$ cat src/rtl/dpwp_pkg.sv
package dpwp_pkg;

	localparam int CoordBitsDefault = 12;

	typedef enum logic [2:0] {
		REG_MODE        = 3'd0,
		REG_INV_FOCAL   = 3'd1,
		REG_PRINCIPAL   = 3'd2,
		REG_ROT0        = 3'd3,
		REG_ROT1        = 3'd4,
		REG_ROT2        = 3'd5,
		REG_TRANSLATION = 3'd6
	} reg_index_t;

	localparam logic [53:0] Rot0Reset = 54'd65536;
	localparam logic [53:0] Rot1Reset = 54'd65536 << 18;
	localparam logic [53:0] Rot2Reset = 54'd65536 << 36;

	typedef struct packed {
		logic [31:0] depth_value;
		logic [11:0] pixel_col;
		logic [11:0] pixel_row;
		logic [7:0]  red_in;
		logic [7:0]  green_in;
		logic [7:0]  blue_in;
	} pixel_t;

	typedef struct packed {
		logic signed [31:0] point_x;
		logic signed [31:0] point_y;
		logic signed [31:0] point_z;
		logic [7:0]         point_red;
		logic [7:0]         point_green;
		logic [7:0]         point_blue;
	} point_t;

	typedef struct packed {
		logic [1:0]  mode;
		logic [47:0] inverse_focal;
		logic [31:0] principal_point;
		logic [53:0] rot0;
		logic [53:0] rot1;
		logic [53:0] rot2;
		logic [62:0] translation;
	} cfg_t;

endpackage

$ cat src/rtl/dpwp_project.sv
// Back-projection of one axis: round(delta*inv*d / 2^28), with range check.
// Register stages: delta*inv, magnitudes, partial products, rounded sum.
module dpwp_project (
	input  logic               clk,
	input  logic signed [16:0] delta,
	input  logic [23:0]        inv,
	input  logic signed [32:0] depth,
	output logic signed [31:0] coord,
	output logic               ovf
);
	import dpwp_pkg::*;

	logic signed [41:0] a_s1;
	logic signed [32:0] d_s1;
	logic [40:0]        ma_s2;
	logic [15:0]        hi_s2;
	logic [15:0]        lo_s2;
	logic               neg_s2;
	logic [56:0]        t_s3;
	logic [56:0]        l_s3;
	logic               neg_s3;
	logic [40:0]        ma;
	logic [31:0]        md;
	logic [57:0]        q;
	logic signed [58:0] sq;

	// form delta*inv
	always_ff @(posedge clk) begin
		a_s1 <= delta * $signed({1'b0, inv});
		d_s1 <= depth;
	end

	assign ma = a_s1[41] ? 41'(-a_s1) : 41'(a_s1);
	assign md = d_s1[32] ? 32'(-d_s1) : 32'(d_s1);

	always_ff @(posedge clk) begin
		ma_s2  <= ma;
		hi_s2  <= md[31:16];
		lo_s2  <= md[15:0];
		neg_s2 <= (a_s1[41] != d_s1[32]) && (a_s1 != 0) && (d_s1 != 0);
	end

	// partial products
	always_ff @(posedge clk) begin
		t_s3   <= ma_s2 * hi_s2;
		l_s3   <= ma_s2 * lo_s2;
		neg_s3 <= neg_s2;
	end

	always_comb begin
		q  = 58'(t_s3 >> 12) +
		     58'(({1'b0, t_s3[11:0], 16'd0} + 58'(l_s3) + (58'd1 << 27)) >> 28);
		sq = neg_s3 ? -$signed({1'b0, q}) : $signed({1'b0, q});
	end

	always_ff @(posedge clk) begin
		coord <= sq[31:0];
		ovf   <= (sq > 59'sd2147483647) || (sq < -59'sd2147483648);
	end
endmodule

$ cat config.mk
export PLATFORM = sky130hd
export DESIGN_NAME = dpwp_project
export DESIGN_NICKNAME = d
export VERILOG_FILES = /design/src/rtl/dpwp_pkg.sv /design/src/rtl/dpwp_project.sv
export SDC_FILE = /design/constraint.sdc
export NUM_CORES = 2
export LEC_CHECK = 0
export ABC_AREA = 1
export BUFFER_PORTS_ARGS = -buffer_cell sky130_fd_sc_hd__buf_2
export CAP_MARGIN = 20
export CORE_MARGIN = 1.5
export CORE_UTILIZATION = 55
export DETAILED_ROUTE_END_ITERATION = 10
export GPL_TIMING_DRIVEN = 0
export HOLD_SLACK_MARGIN = 0.06
export MAX_ROUTING_LAYER = met4
export PLACE_DENSITY = 0.8
export RECOVER_POWER = 50
export SYNTH_ARGS = -nofsm -noshare
export SYNTH_HDL_FRONTEND = slang
export SYNTH_SLANG_ARGS = --single-unit
$ cat constraint.sdc
create_clock -name clk -period 23.2 [get_ports clk]
set_clock_uncertainty 0.1 [all_clocks]
set_input_delay 4.64 -clock clk [delete_from_list [all_inputs] [get_ports clk]]
set_output_delay 4.64 -clock clk [all_outputs]
set_load 0.01 [all_outputs]
-- Word-level counts from Yosys, hierarchy flattened
Cells that the tools add are included.
- bits in registers: 297
- output and inout bits: 33
- logic and storage cells: 31
- eq/ne operators: 1
- multiplexer cells: 3
- reduce and logical (&&, ||, !) cells: 5
- multiply operators: 3
- magnitude comparators: 2
- add/subtract/negate cells: 6
- operator list (kind ; count):
    multiplier 41 x 16 -> 57 bit ; 2
    greater-than comparator 59 x 32 -> 1 bit, second input constant ; 1
    less-than comparator 59 x 32 -> 1 bit, second input constant ; 1
    two-way mux 59 bit ; 1
    negation 46 -> 59 bit ; 1
    adder 28 x 57 -> 58 bit ; 1
    adder 58 x 28 -> 58 bit, second input constant ; 1
    adder 45 x 30 -> 46 bit ; 1
    multiplier 17 x 25 -> 42 bit ; 1
    nonzero test 42 bit ; 1
    two-way mux 41 bit ; 1
    negation 41 bit ; 1
    nonzero test 33 bit ; 1
    two-way mux 32 bit ; 1
    negation 32 bit ; 1
    logical AND 1 bit ; 2
    logical OR 1 bit ; 1
    inequality test 1 bit ; 1

-- Depth between registers and ports, before layout
- word-level depth: 7
- gate-level depth with buffers: 47

-- Least setup slack after synthesis
Ideal clock, no wire load.
- path kind: input to register
- from: in inv[7]
- to: reg a_s1[41]
- cell stages on the path: 26
- arrival: 10.442 ns
- path buffers: 2
- slack: 12.586 ns
- cells stage by stage: clkbuf_1 > clkbuf_1 > nand2_1 > fa_1 > inv_1 > fa_1 > inv_1 > fa_1 > inv_1 > fa_1 > inv_1 > fa_1 > inv_1 > fa_1 > ha_1 > a21oi_1 > nor2_1 > a211oi_1 > inv_1 > a211o_1 > a21oi_1 > o21ai_0 > a21oi_1 > inv_1 > a31oi_1 > xor2_1
- cells in the longest elaborated chain, start to end: 1
- ends and longest elaborated chain (what ; RTL line ; text):
    start, declared ; dpwp_project.sv:6 ; input logic [23:0] inv,
    multiplier 17 x 25 -> 42 bit ; dpwp_project.sv:29 ; a_s1 <= delta * $signed({1'b0, inv});
    end signal, assigned ; dpwp_project.sv:29 ;
    end, declared ; dpwp_project.sv:13 ; logic signed [41:0] a_s1;
No other way between the ends.

-- Final worst setup path
- from: in inv[12]
- to: reg a_s1[41]
The elaborated chain is that of the path after synthesis.

==> flow_metrics.tcl <==
set metrics [dict create \
    start_kind "primary input" \
    clk_pin_slew_ps 60 \
    crit_required_ps 23650 \
    port_buffers 83 \
    synth_seq_cells 281 \
    cts_sinks 281 \
    layout_min_cycle_time_ps 12030 \
    max_slew_margin -0.2061 \
    cts-htree-levels 2 \
    hold_viol_final 0 \
    synth_cells 8814 \
    drive_gt1_frac 0.02776 \
    synth.top_cell.area_share 0.4189 \
    drtPass1Iterations 6 \
    clockBufferDepth 3 \
    post-cts-setup-buffers 0 \
    cp_max_fo 10 \
    die_w_um 353.9 \
    yosysMostFrequentCell "nand2_1" \
    clock-root-buffer "clkbuf_16" \
    io_pins 108 \
    synthArstFlopShare 0 \
    min_period_over_period 0.5185 \
    drv_slew 6 \
    die_area_um2 125200 \
    crit_path_end_kind "flip-flop" \
    slowest_delay_ps 680 \
    wl_per_cell_um 23.84 \
    nFillCells 11700 \
    hold_path.class "flip-flop to flip-flop" \
    grt-ovfl-total 0 \
    antenna_found_initial 10 \
    first_iter_violations 4973 \
    start_util 0.5549 \
    yosys.area.top_type "fa_1" \
    nets 10890 \
    cts_tree "built" \
    status "finished with violations" \
    cp_slowest_cell "clkbuf_1" \
    cp.arrival_ps 12480 \
    ys_seq_area_frac 0.08306 \
    finalSetupViolCount 0 \
    synth_edf_count 0 \
    grt_pass1_vias 61080 \
    min_from "d_s1[0]" \
    hold_buffers 0 \
    crit_chain "clkbuf_1 -> clkbuf_1 -> nand2_1 -> fa_1 -> inv_1 -> fa_1 -> inv_1 -> fa_1 -> inv_1 -> fa_1 -> fa_1 -> fa_1 -> ha_1 -> a21oi_1 -> o21ai_0 -> a211o_1 -> a21oi_1 -> o21ai_0 -> a21oi_1 -> inv_1 -> a31oi_1 -> xor2_1" \
    post_cts_resize_count 0 \
    max_cap_viol_count 1 \
    tightest_slew_ps 1793 \
    grt_max_degree 15 \
    hpwlAfterDp_um 216200 \
    grt_usage 0.4222 \
    wl_um 252700 \
    grt_pass1_wl_um 376200 \
    synth.avg_cell_area_um2 7.684 \
    synth.distinct_cells 53 \
    cts_buffers 34 \
    worst-setup-path-type "primary input to flip-flop" \
    reg2reg_from "hi_s2[3]" \
    rows 128 \
    clk_latency_ps 620 \
    yosys-top-cells-count "2,513 x nand2_1, 2,259 x inv_1, 1,417 x fa_1, 452 x ha_1, 369 x clkbuf_1" \
    netlist_area_um2 67720 \
    crit_start "inv[12]" \
    violations "capacitance limit, slew limit" \
    drc_errors 0 \
    yosys_warnings 0 \
    via_per_inst 5.483 \
    synth.net_count 10760 \
    rsz0062_at_grt "no" \
    area.growth.synth_to_final_pct 5.430 \
    synth.area.top_cells "fa_1 42%, nand2_1 14%, inv_1 13%" \
    vias 58120 \
    final.setup.tns_ps 0 \
    postRouteAntennaNets 0 \
    fmax_ghz 0.08313 \
    coreArea_um2 122000 \
    gp_congestion 1.084 \
    crit_path_frequent_cell "fa_1" \
    ys.flop_type "dfxtp_1" \
    die_y_um 353.9 \
]
## sequential cells by signal (all words and copies together), names as in the netlist
signal,cells
t_s3,57
a_s1,42
l_s3,41
ma_s2,41
d_s1,33
coord,32
hi_s2,16
lo_s2,16
neg_s2,1
neg_s3,1
ovf,1
## worst max-delay path: cells and delay by family
family,cells,cell delay (ps)
buf+inv,6,1530
simple gates,1,170
xor+xnor,1,150
compound gates,7,2530
fa+ha+maj,7,3420
## cells by family after synthesis
kind of cell,count (synthesis),synth area share
AND/OR/NAND/NOR,3280,0.1952
buffers and inverters,2651,0.1470
adder cells (fa/ha/maj),1869,0.5024
AO/OA/AOI/OAI,478,0.03937
flip-flops,281,0.08306
XOR/XNOR,255,0.03298
## per-stage QoR
| stage | worst slack, ps | std cells | cell area, um^2 | utilization | hold WS, ps |
|---|---|---|---|---|---|
| 4_1_cts | 11320 | 10590 | 71420 | 0.5852 | 257.1 |
| 6_report | 11170 | 10600 | 71400 | 0.5851 | 255.4 |
| 3_3_place_gp | 10700 | 10520 | 70170 | 0.5750 | 260.2 |
| 3_5_place_dp | 10680 | 10530 | 70280 | 0.5759 | 265.2 |
| 5_1_grt | 10980 | 10600 | 71400 | 0.5851 | 280.3 |
| 2_1_floorplan | 12590 | 8814 | 67720 | - | 209.6 |
## worst paths after layout
| kind | to | slack, ps | cells past startpoint |
|---|---|---|---|
| hold / removal | lo_s2[0] | 260 | 0 |
| hold reg to reg | lo_s2[0] | 260 | 0 |
| setup reg to reg | t_s3[55] | 14330 | 29 |
| setup / recovery | a_s1[41] | 11170 | 22 |
## cell type report
class | instances | area [um^2] | share of cell area
Multi-Input combinational cell | 5882 | 52060 | 0.7292
Inverter | 2275 | 8539 | 0.1196
Sequential cell | 281 | 5625 | 0.07879
Tap cell | 1625 | 2033 | 0.02848
Buffer | 376 | 1414 | 0.01980
Clock buffer | 41 | 948.4 | 0.01328
Timing Repair Buffer | 95 | 575.6 | 0.008061
Clock inverter | 20 | 187.7 | 0.002629
Antenna cell | 5 | 12.51 | 0.0001752
## routing by layer
metal / up-vias / GRT usage / wire length, um
li1: 25660 / - / -
met1: 28730 / 0.4787 / 90580
met2: 2983 / 0.6749 / 115600
met3: 744 / 0.08716 / 24490
met4: 0 / 0.2844 / 22010
met5: - / - / 0
## cell usage in the layout, fill, tap and decap left out, types with 22 or more instances in the layout
cell type / n
fa_1: 1417
nand2_1: 2514
a31oi_1: 31
nand2_2: 37
nor2_1: 364
or2_2: 26
xor2_1: 170
ha_1: 452
clkbuf_1: 396
nand4_1: 59
clkbuf_16: 35
nor3_1: 41
dfxtp_1: 281
buf_2: 59
nand3_1: 176
a21oi_1: 233
xnor2_1: 85
o21ai_0: 114
o21a_1: 22
inv_1: 2259
Power is not shown: default switching activity piles up to over one toggle a cycle in this logic, so the estimate is an artifact.
