### src/rtl/dpwp_pkg.sv
package dpwp_pkg;

	localparam int CoordBitsDefault = 12;

	typedef enum logic [2:0] {
		REG_MODE        = 3'd0,
		REG_INV_FOCAL   = 3'd1,
		REG_PRINCIPAL   = 3'd2,
		REG_ROT0        = 3'd3,
		REG_ROT1        = 3'd4,
		REG_ROT2        = 3'd5,
		REG_TRANSLATION = 3'd6
	} reg_index_t;

	localparam logic [53:0] Rot0Reset = 54'd65536;
	localparam logic [53:0] Rot1Reset = 54'd65536 << 18;
	localparam logic [53:0] Rot2Reset = 54'd65536 << 36;

	typedef struct packed {
		logic [31:0] depth_value;
		logic [11:0] pixel_col;
		logic [11:0] pixel_row;
		logic [7:0]  red_in;
		logic [7:0]  green_in;
		logic [7:0]  blue_in;
	} pixel_t;

	typedef struct packed {
		logic signed [31:0] point_x;
		logic signed [31:0] point_y;
		logic signed [31:0] point_z;
		logic [7:0]         point_red;
		logic [7:0]         point_green;
		logic [7:0]         point_blue;
	} point_t;

	typedef struct packed {
		logic [1:0]  mode;
		logic [47:0] inverse_focal;
		logic [31:0] principal_point;
		logic [53:0] rot0;
		logic [53:0] rot1;
		logic [53:0] rot2;
		logic [62:0] translation;
	} cfg_t;

endpackage

### src/rtl/dpwp_depth.sv
// Depth decode: raw millimeters or float meters to signed Q16.16.
// Two register stages; the millimeter path uses a reciprocal multiply.
module dpwp_depth (
	input  logic                clk,
	input  logic                arst_n,
	input  logic                mode_float,
	input  logic                in_valid,
	input  logic [31:0]         raw,
	output logic                out_valid,
	output logic signed [32:0]  depth
);
	import dpwp_pkg::*;

	// d = floor((mm*65536+500)/1000); numerator < 2^32, divide by 1000 via
	// multiply by ceil(2^41/1000) = 2199023256 (exact for numerator < 2^32)
	localparam logic [31:0] Recip1000 = 32'd2199023256;

	logic        v_s1;
	logic        keep_s1;
	logic        float_s1;
	logic [31:0] num_s1;
	logic        neg_s1;
	logic [31:0] fq_s1;

	logic [15:0] mm;
	logic [7:0]  ex;
	logic [23:0] man;
	logic [31:0] fq;
	logic        fkeep;
	logic [4:0]  rs;
	logic [2:0]  ls;
	logic [63:0] prod;

	always_comb begin
		mm    = raw[15:0];
		ex    = raw[30:23];
		man   = {1'b1, raw[22:0]};
		fq    = '0;
		fkeep = 1'b1;
		rs    = '0;
		ls    = '0;
		if (ex == 8'hFF) begin
			fkeep = 1'b0;
		end else if (ex == 8'd0) begin
			fq = '0;
		end else if (ex >= 8'd134) begin
			if (ex >= 8'd142) begin
				fkeep = 1'b0;
			end else begin
				ls = 3'(ex - 8'd134);
				fq = 32'(man) << ls;
			end
		end else if ((8'd134 - ex) > 8'd25) begin
			fq = '0;
		end else begin
			rs = 5'(8'd134 - ex);
			fq = (32'(man) + (32'd1 << (rs - 5'd1))) >> rs;
		end
		if (fq[31])
			fkeep = 1'b0;
	end

	// stage 1: classify and form numerator or float magnitude
	always_ff @(posedge clk or negedge arst_n) begin
		if (!arst_n) begin
			v_s1 <= 1'b0;
		end else begin
			v_s1 <= in_valid;
		end
	end

	always_ff @(posedge clk) begin
		float_s1 <= mode_float;
		keep_s1  <= mode_float ? fkeep : (mm != 16'd0);
		num_s1   <= {mm, 16'd0} + 32'd500;
		neg_s1   <= raw[31];
		fq_s1    <= fq;
	end

	assign prod = num_s1 * Recip1000;

	// stage 2: finish scaling and apply sign
	always_ff @(posedge clk or negedge arst_n) begin
		if (!arst_n) begin
			out_valid <= 1'b0;
		end else begin
			out_valid <= v_s1 && keep_s1;
		end
	end

	always_ff @(posedge clk) begin
		if (float_s1)
			depth <= neg_s1 ? -$signed({1'b0, fq_s1}) : $signed({1'b0, fq_s1});
		else
			depth <= $signed({10'd0, prod[63:41]});
	end
endmodule

### config.mk
export PLATFORM = sky130hd
export DESIGN_NAME = dpwp_depth
export DESIGN_NICKNAME = d
export VERILOG_FILES = /design/src/rtl/dpwp_pkg.sv /design/src/rtl/dpwp_depth.sv
export SDC_FILE = /design/constraint.sdc
export NUM_CORES = 1
export LEC_CHECK = 0
export BUFFER_PORTS_ARGS = -buffer_cell sky130_fd_sc_hd__buf_2
export CAP_MARGIN = 20
export CORE_ASPECT_RATIO = 1.2
export CORE_MARGIN = 2
export CORE_UTILIZATION = 65
export CTS_CLUSTER_DIAMETER = 80
export CTS_CLUSTER_SIZE = 25
export DETAILED_ROUTE_END_ITERATION = 16
export MAX_ROUTING_LAYER = met4
export PLACE_DENSITY = 0.8
export SLEW_MARGIN = 25
export SYNTH_ARGS = -nofsm -noshare
export SYNTH_HDL_FRONTEND = slang
export SYNTH_SLANG_ARGS = --single-unit
export TNS_END_PERCENT = 100
### constraint.sdc
create_clock -name clk -period 8.3 [get_ports clk]
set_input_delay 0.83 -clock clk [delete_from_list [all_inputs] [get_ports clk]]
set_output_delay 0.83 -clock clk [all_outputs]
set_load 0.03 [all_outputs]
* After elaboration in Yosys (flattened, before gate mapping) *
Index checks and enable logic that the tools add are counted.

storage, ports and cells
  register bits after elaboration = 102
  bits in latches = 0
  bits in writable memories = 0
  bits in read-only memories = 0
  bits of input ports = 36
  output and inout port bits = 34
  memories = 0

operators by class
  $add $sub $neg = 6
  multiply operators = 1
  divide/modulo/power cells = 0
  order comparisons = 3
  eq/ne operators = 1
  shift-type cells = 3
  muxes and demuxes = 13
  bitwise operators = 0
  reduce and logical (&&, ||, !) cells = 5

operators with widths
  cell                                                                             count
  32-bit 2-to-1 mux                                                                6
  32-bit by 29-bit multiplier with 61-bit output, second input constant            1
  32-bit negator with 33-bit output                                                1
  24-bit by 32-bit adder with 32-bit output                                        1
  32-bit by 9-bit adder with 32-bit output, second input constant                  1
  1-bit by 5-bit left shift with 32-bit output, first input constant               1
  24-bit by 3-bit left shift with 32-bit output                                    1
  32-bit by 5-bit >> shifter with 32-bit output                                    1
  23-bit 2-to-1 mux                                                                1
  8-bit greater-or-equal comparator, second input constant                         2
  16-bit nonzero test                                                              1
  8-bit == test, second input constant                                             1
  8-bit by 5-bit greater-than comparator with 1-bit output, second input constant  1
  8-bit zero test                                                                  1
  8-bit subtractor, first input constant                                           1
  1-bit 2-to-1 mux                                                                 6
  5-bit by 1-bit subtractor with 5-bit output, second input constant               1
  3-bit subtractor, second input constant                                          1
  2-bit AND reduction                                                              1
  2-bit OR reduction                                                               1
  1-bit logical AND                                                                1

* Logic depth before layout (Yosys ltp) *
  depth in word-level cells = 11
  mapped depth = 26

* Worst setup path after synthesis *
Ideal clock, no wire load.

  kind = register to register
  start point = register num_s1[23]
  end point = register depth[10]
  library setup time = 0.135 ns
  arrival time = 6.698 ns
  setup slack = 1.467 ns
  stages on the path, launching flop included = 26
  path buffers = 0
  cells stage by stage = dfxtp_1 > ha_1 > fa_1 > fa_1 > inv_1 > fa_1 > inv_1 > fa_1 > inv_1 > fa_1 > inv_1 > fa_1 > inv_1 > fa_1 > inv_1 > ha_1 > and3_1 > a221oi_1 > o21ai_0 > a21oi_1 > o21ai_0 > a21o_1 > a211o_1 > o31ai_1 > mux2i_1 > o211ai_1

on the way
  cells in the longest elaborated chain, start to end = 2

RTL lines
  element                                         RTL line          RTL
  from (decl)                                     dpwp_depth.sv:21  logic [31:0] num_s1;
  from (signal assigned)                          dpwp_depth.sv:75  num_s1 <= {mm, 16'd0} + 32'd500;
  32-bit by 29-bit multiplier with 61-bit output  dpwp_depth.sv:80  assign prod = num_s1 * Recip1000;
  23-bit 2-to-1 mux                               dpwp_depth.sv:92  if (float_s1)
  to (signal assigned)                            dpwp_depth.sv:93  depth <= neg_s1 ? -$signed({1'b0, fq_s1}) : $signed({1'b0, fq_s1});
  to (signal assigned)                            dpwp_depth.sv:95  depth <= $signed({10'd0, prod[63:41]});
  to (decl)                                       dpwp_depth.sv:10  output logic signed [32:0] depth

No other way between the ends.
A chain may end at the register's enable or synchronous reset.

* Worst setup path after layout *
  start point = register num_s1[21]
  end point = register depth[10]

Same word-level chain as after synthesis.

==> results.ini <==
[logic_synthesis]
synth_top_family_by_area=adder cells
synth-xor-area-share=0.0417
syn_nets=2274
ys_async_sr_fraction=0.0233
synth_edf_count=0
ys.flop_type=dfxtp_1
synth_seq_cells=86
yosysTopAreaCellShare=0.224
synth_cells=1814
synth.distinct_cells=80
yosysTopAreaCell=ha_1
ys_seq_area_frac=0.110
synth.area.mux_share=0.0638
syn_area_um2=15800
yosys.area_share.simple=0.129
synth_most_common_cell=ha_1
ys_warn_count=0
synth_compound_area_frac=0.169
ys_top_cells_by_area=ha_1, fa_1, dfxtp_1
syn_area_per_cell_um2=8.68
netlist_top_cells_count=ha_1, inv_1, fa_1, nand2_1, nor2_1
synthAdderAreaFrac=0.405

[grt]
globalRouteTotalUtil=0.372
grt_max_degree=63
grt_pass1_wl_um=72800
grt_pass1_vias=14100
grt_antenna_before_repair=1
grt-ovfl-total=0

[routing]
wire_per_inst_um=20.8
dr.pass1.iters=6
ant_nets=0
via_per_inst=6.31
drtIter0Drc=1022
wirelength_um=45400
drcViolationCount=0
num_vias=13800

[placement]
dpl.hpwl_um=37800
place_area_um2=16500
portBuffers=69
place_ws_ns=0.686
gp_congestion=1.06

[floorplan]
die_area_um2=25500
die_x_um=146
die_height_um=175
num_rows=62
start_util=0.659
placeableCoreArea_um2=23900
io_pins=70

[timing]
slew_headroom=0.332
clock.fmax_mhz=130
finalSetupTns_ns=0
rsz0062_at_grt=no
finClkSkew_ns=0.0144
min_period_ns=7.72
period_share=0.930
setup_viol=0
setup_ws_ns=0.583
hold_viol=0
max_slew.worst_pin.slew_ns=1.00
drv_slew=0

[cells_and_area]
drive_gt1_frac=0.0840
synthToLayoutAreaGrowth_pct=6.33
design_area_um2=16700
finalNetCount=2313

[clock_network]
clock_path_buffers=2
cts_max_level=3
cts.sinks=86
root_buffer=clkbuf_16
cts_tree=built
clk_pin_slew_ns=0.08
cts_resized=0
cts_setup_buffers=0
cts_inserted_buffers=9
postCtsHoldBufs=0
clock_latency_ns=0.35

[outcome]
outcome=finished clean

[setup_path]
cp.arrival_ns=7.94
crit_type=reg -> reg
cp-end-kind=flip-flop
critPathLaunchType=flip-flop
crit_required_ns=8.52
cp_max_fo=10

[power_and_ir_drop]
ir_drop_v=0.000492
power_leakage_nw=8.55
power_density_nw_per_um2=416

[min_path]
worstHoldPathType=in -> async

[flow_run]
timing.max_cap.violations=0

## cell families (layout without fill, tap and decap cells)
group | Yosys count | in the layout
simple gates | 401 | 401
compound gates | 399 | 399
other cells | 0 | 3
buf+inv | 343 | 387
mux | 86 | 86
xor+xnor | 75 | 75
fa+ha+maj | 424 | 424
flops | 86 | 86
## worst paths after layout
| kind | startpoint | to | slack (ns) | depth (start not counted) |
|---|---|---|---|---|
| max in group asynchronous | arst_n | v_s1 | 7.96 | 1 |
| min in group clk | keep_s1 | out_valid | 0.45 | 1 |
| max reg2reg | num_s1[21] | depth[10] | 0.58 | 25 |
| min reg2reg | keep_s1 | out_valid | 0.45 | 1 |
| max | num_s1[21] | depth[10] | 0.58 | 25 |
| min | arst_n | out_valid | 0.25 | 1 |
## worst max-delay path: stages, from the launching register on
cell	delay, ns
dfxtp_1	0.64
ha_1	0.35
fa_1	0.42
fa_1	0.55
inv_1	0.06
fa_1	0.50
inv_1	0.05
fa_1	0.50
inv_1	0.05
fa_1	0.47
inv_1	0.05
fa_1	0.53
inv_1	0.05
fa_1	0.49
inv_1	0.04
ha_1	0.34
and3_1	0.17
a221oi_1	0.26
o21ai_0	0.16
a21oi_1	0.49
o21ai_0	0.29
a21o_1	0.25
a211o_1	0.30
o31ai_1	0.27
mux2i_1	0.22
o211ai_1	0.10
## area by class of cell
type                       instances  area, um^2
clock inverter                     7        63.8
antenna                            3        7.51
multi-input combinational       1385       12800
sequential                        86        1730
timing repair buffer              92         518
clock buffer                       9         225
inverter                         279        1050
tap                              320         400
fill                            1932        7150
## sequential cells by signal, indices dropped and copies added, names as in the netlist
name / flops
depth: 33
fq_s1: 32
out_valid: 1
num_s1: 16
float_s1: 1
v_s1: 1
keep_s1: 1
neg_s1: 1
## layout by cell type, fill, tap and decap left out, types with 20 or more instances in the layout
master      n
xor2_1     24
buf_4      23
and2_1     43
nand3_1    37
inv_1     278
and3_1     24
fa_1      142
nand2_1   106
dfxtp_1    84
a21o_1     36
xnor2_1    48
ha_1      281
nor3_1     20
a211oi_1   30
mux2i_1    61
nor2_1     85
a21oi_1    84
buf_2      69
o21ai_0    82
## through the flow
step / power [mW] / util / instances / hold slack [ns]
detailed placement: 6.43 / 0.689 / 2162 / 0.440
CTS: 6.89 / 0.701 / 2178 / 0.238
global placement: 6.23 / 0.689 / 2162 / 0.421
finish: 6.97 / 0.701 / 2181 / 0.250
global route: 7.61 / 0.701 / 2181 / 0.246
floorplan: 4.75 / - / 1814 / 0.413
## where the power goes
group          switching (mW)  internal (mW)
Combinational            3.68           2.37
Clock                   0.181          0.210
Sequential             0.0305          0.491
## metal layers
layer,GRT usage,vias up,routed length (um)
met1,0.398,6614,17000
met5,-,-,0
met4,0.219,0,3290
met2,0.677,545,23200
met3,0.0252,193,1960
li1,-,6419,-
No activity file was read; power rests on OpenSTA's default activity.
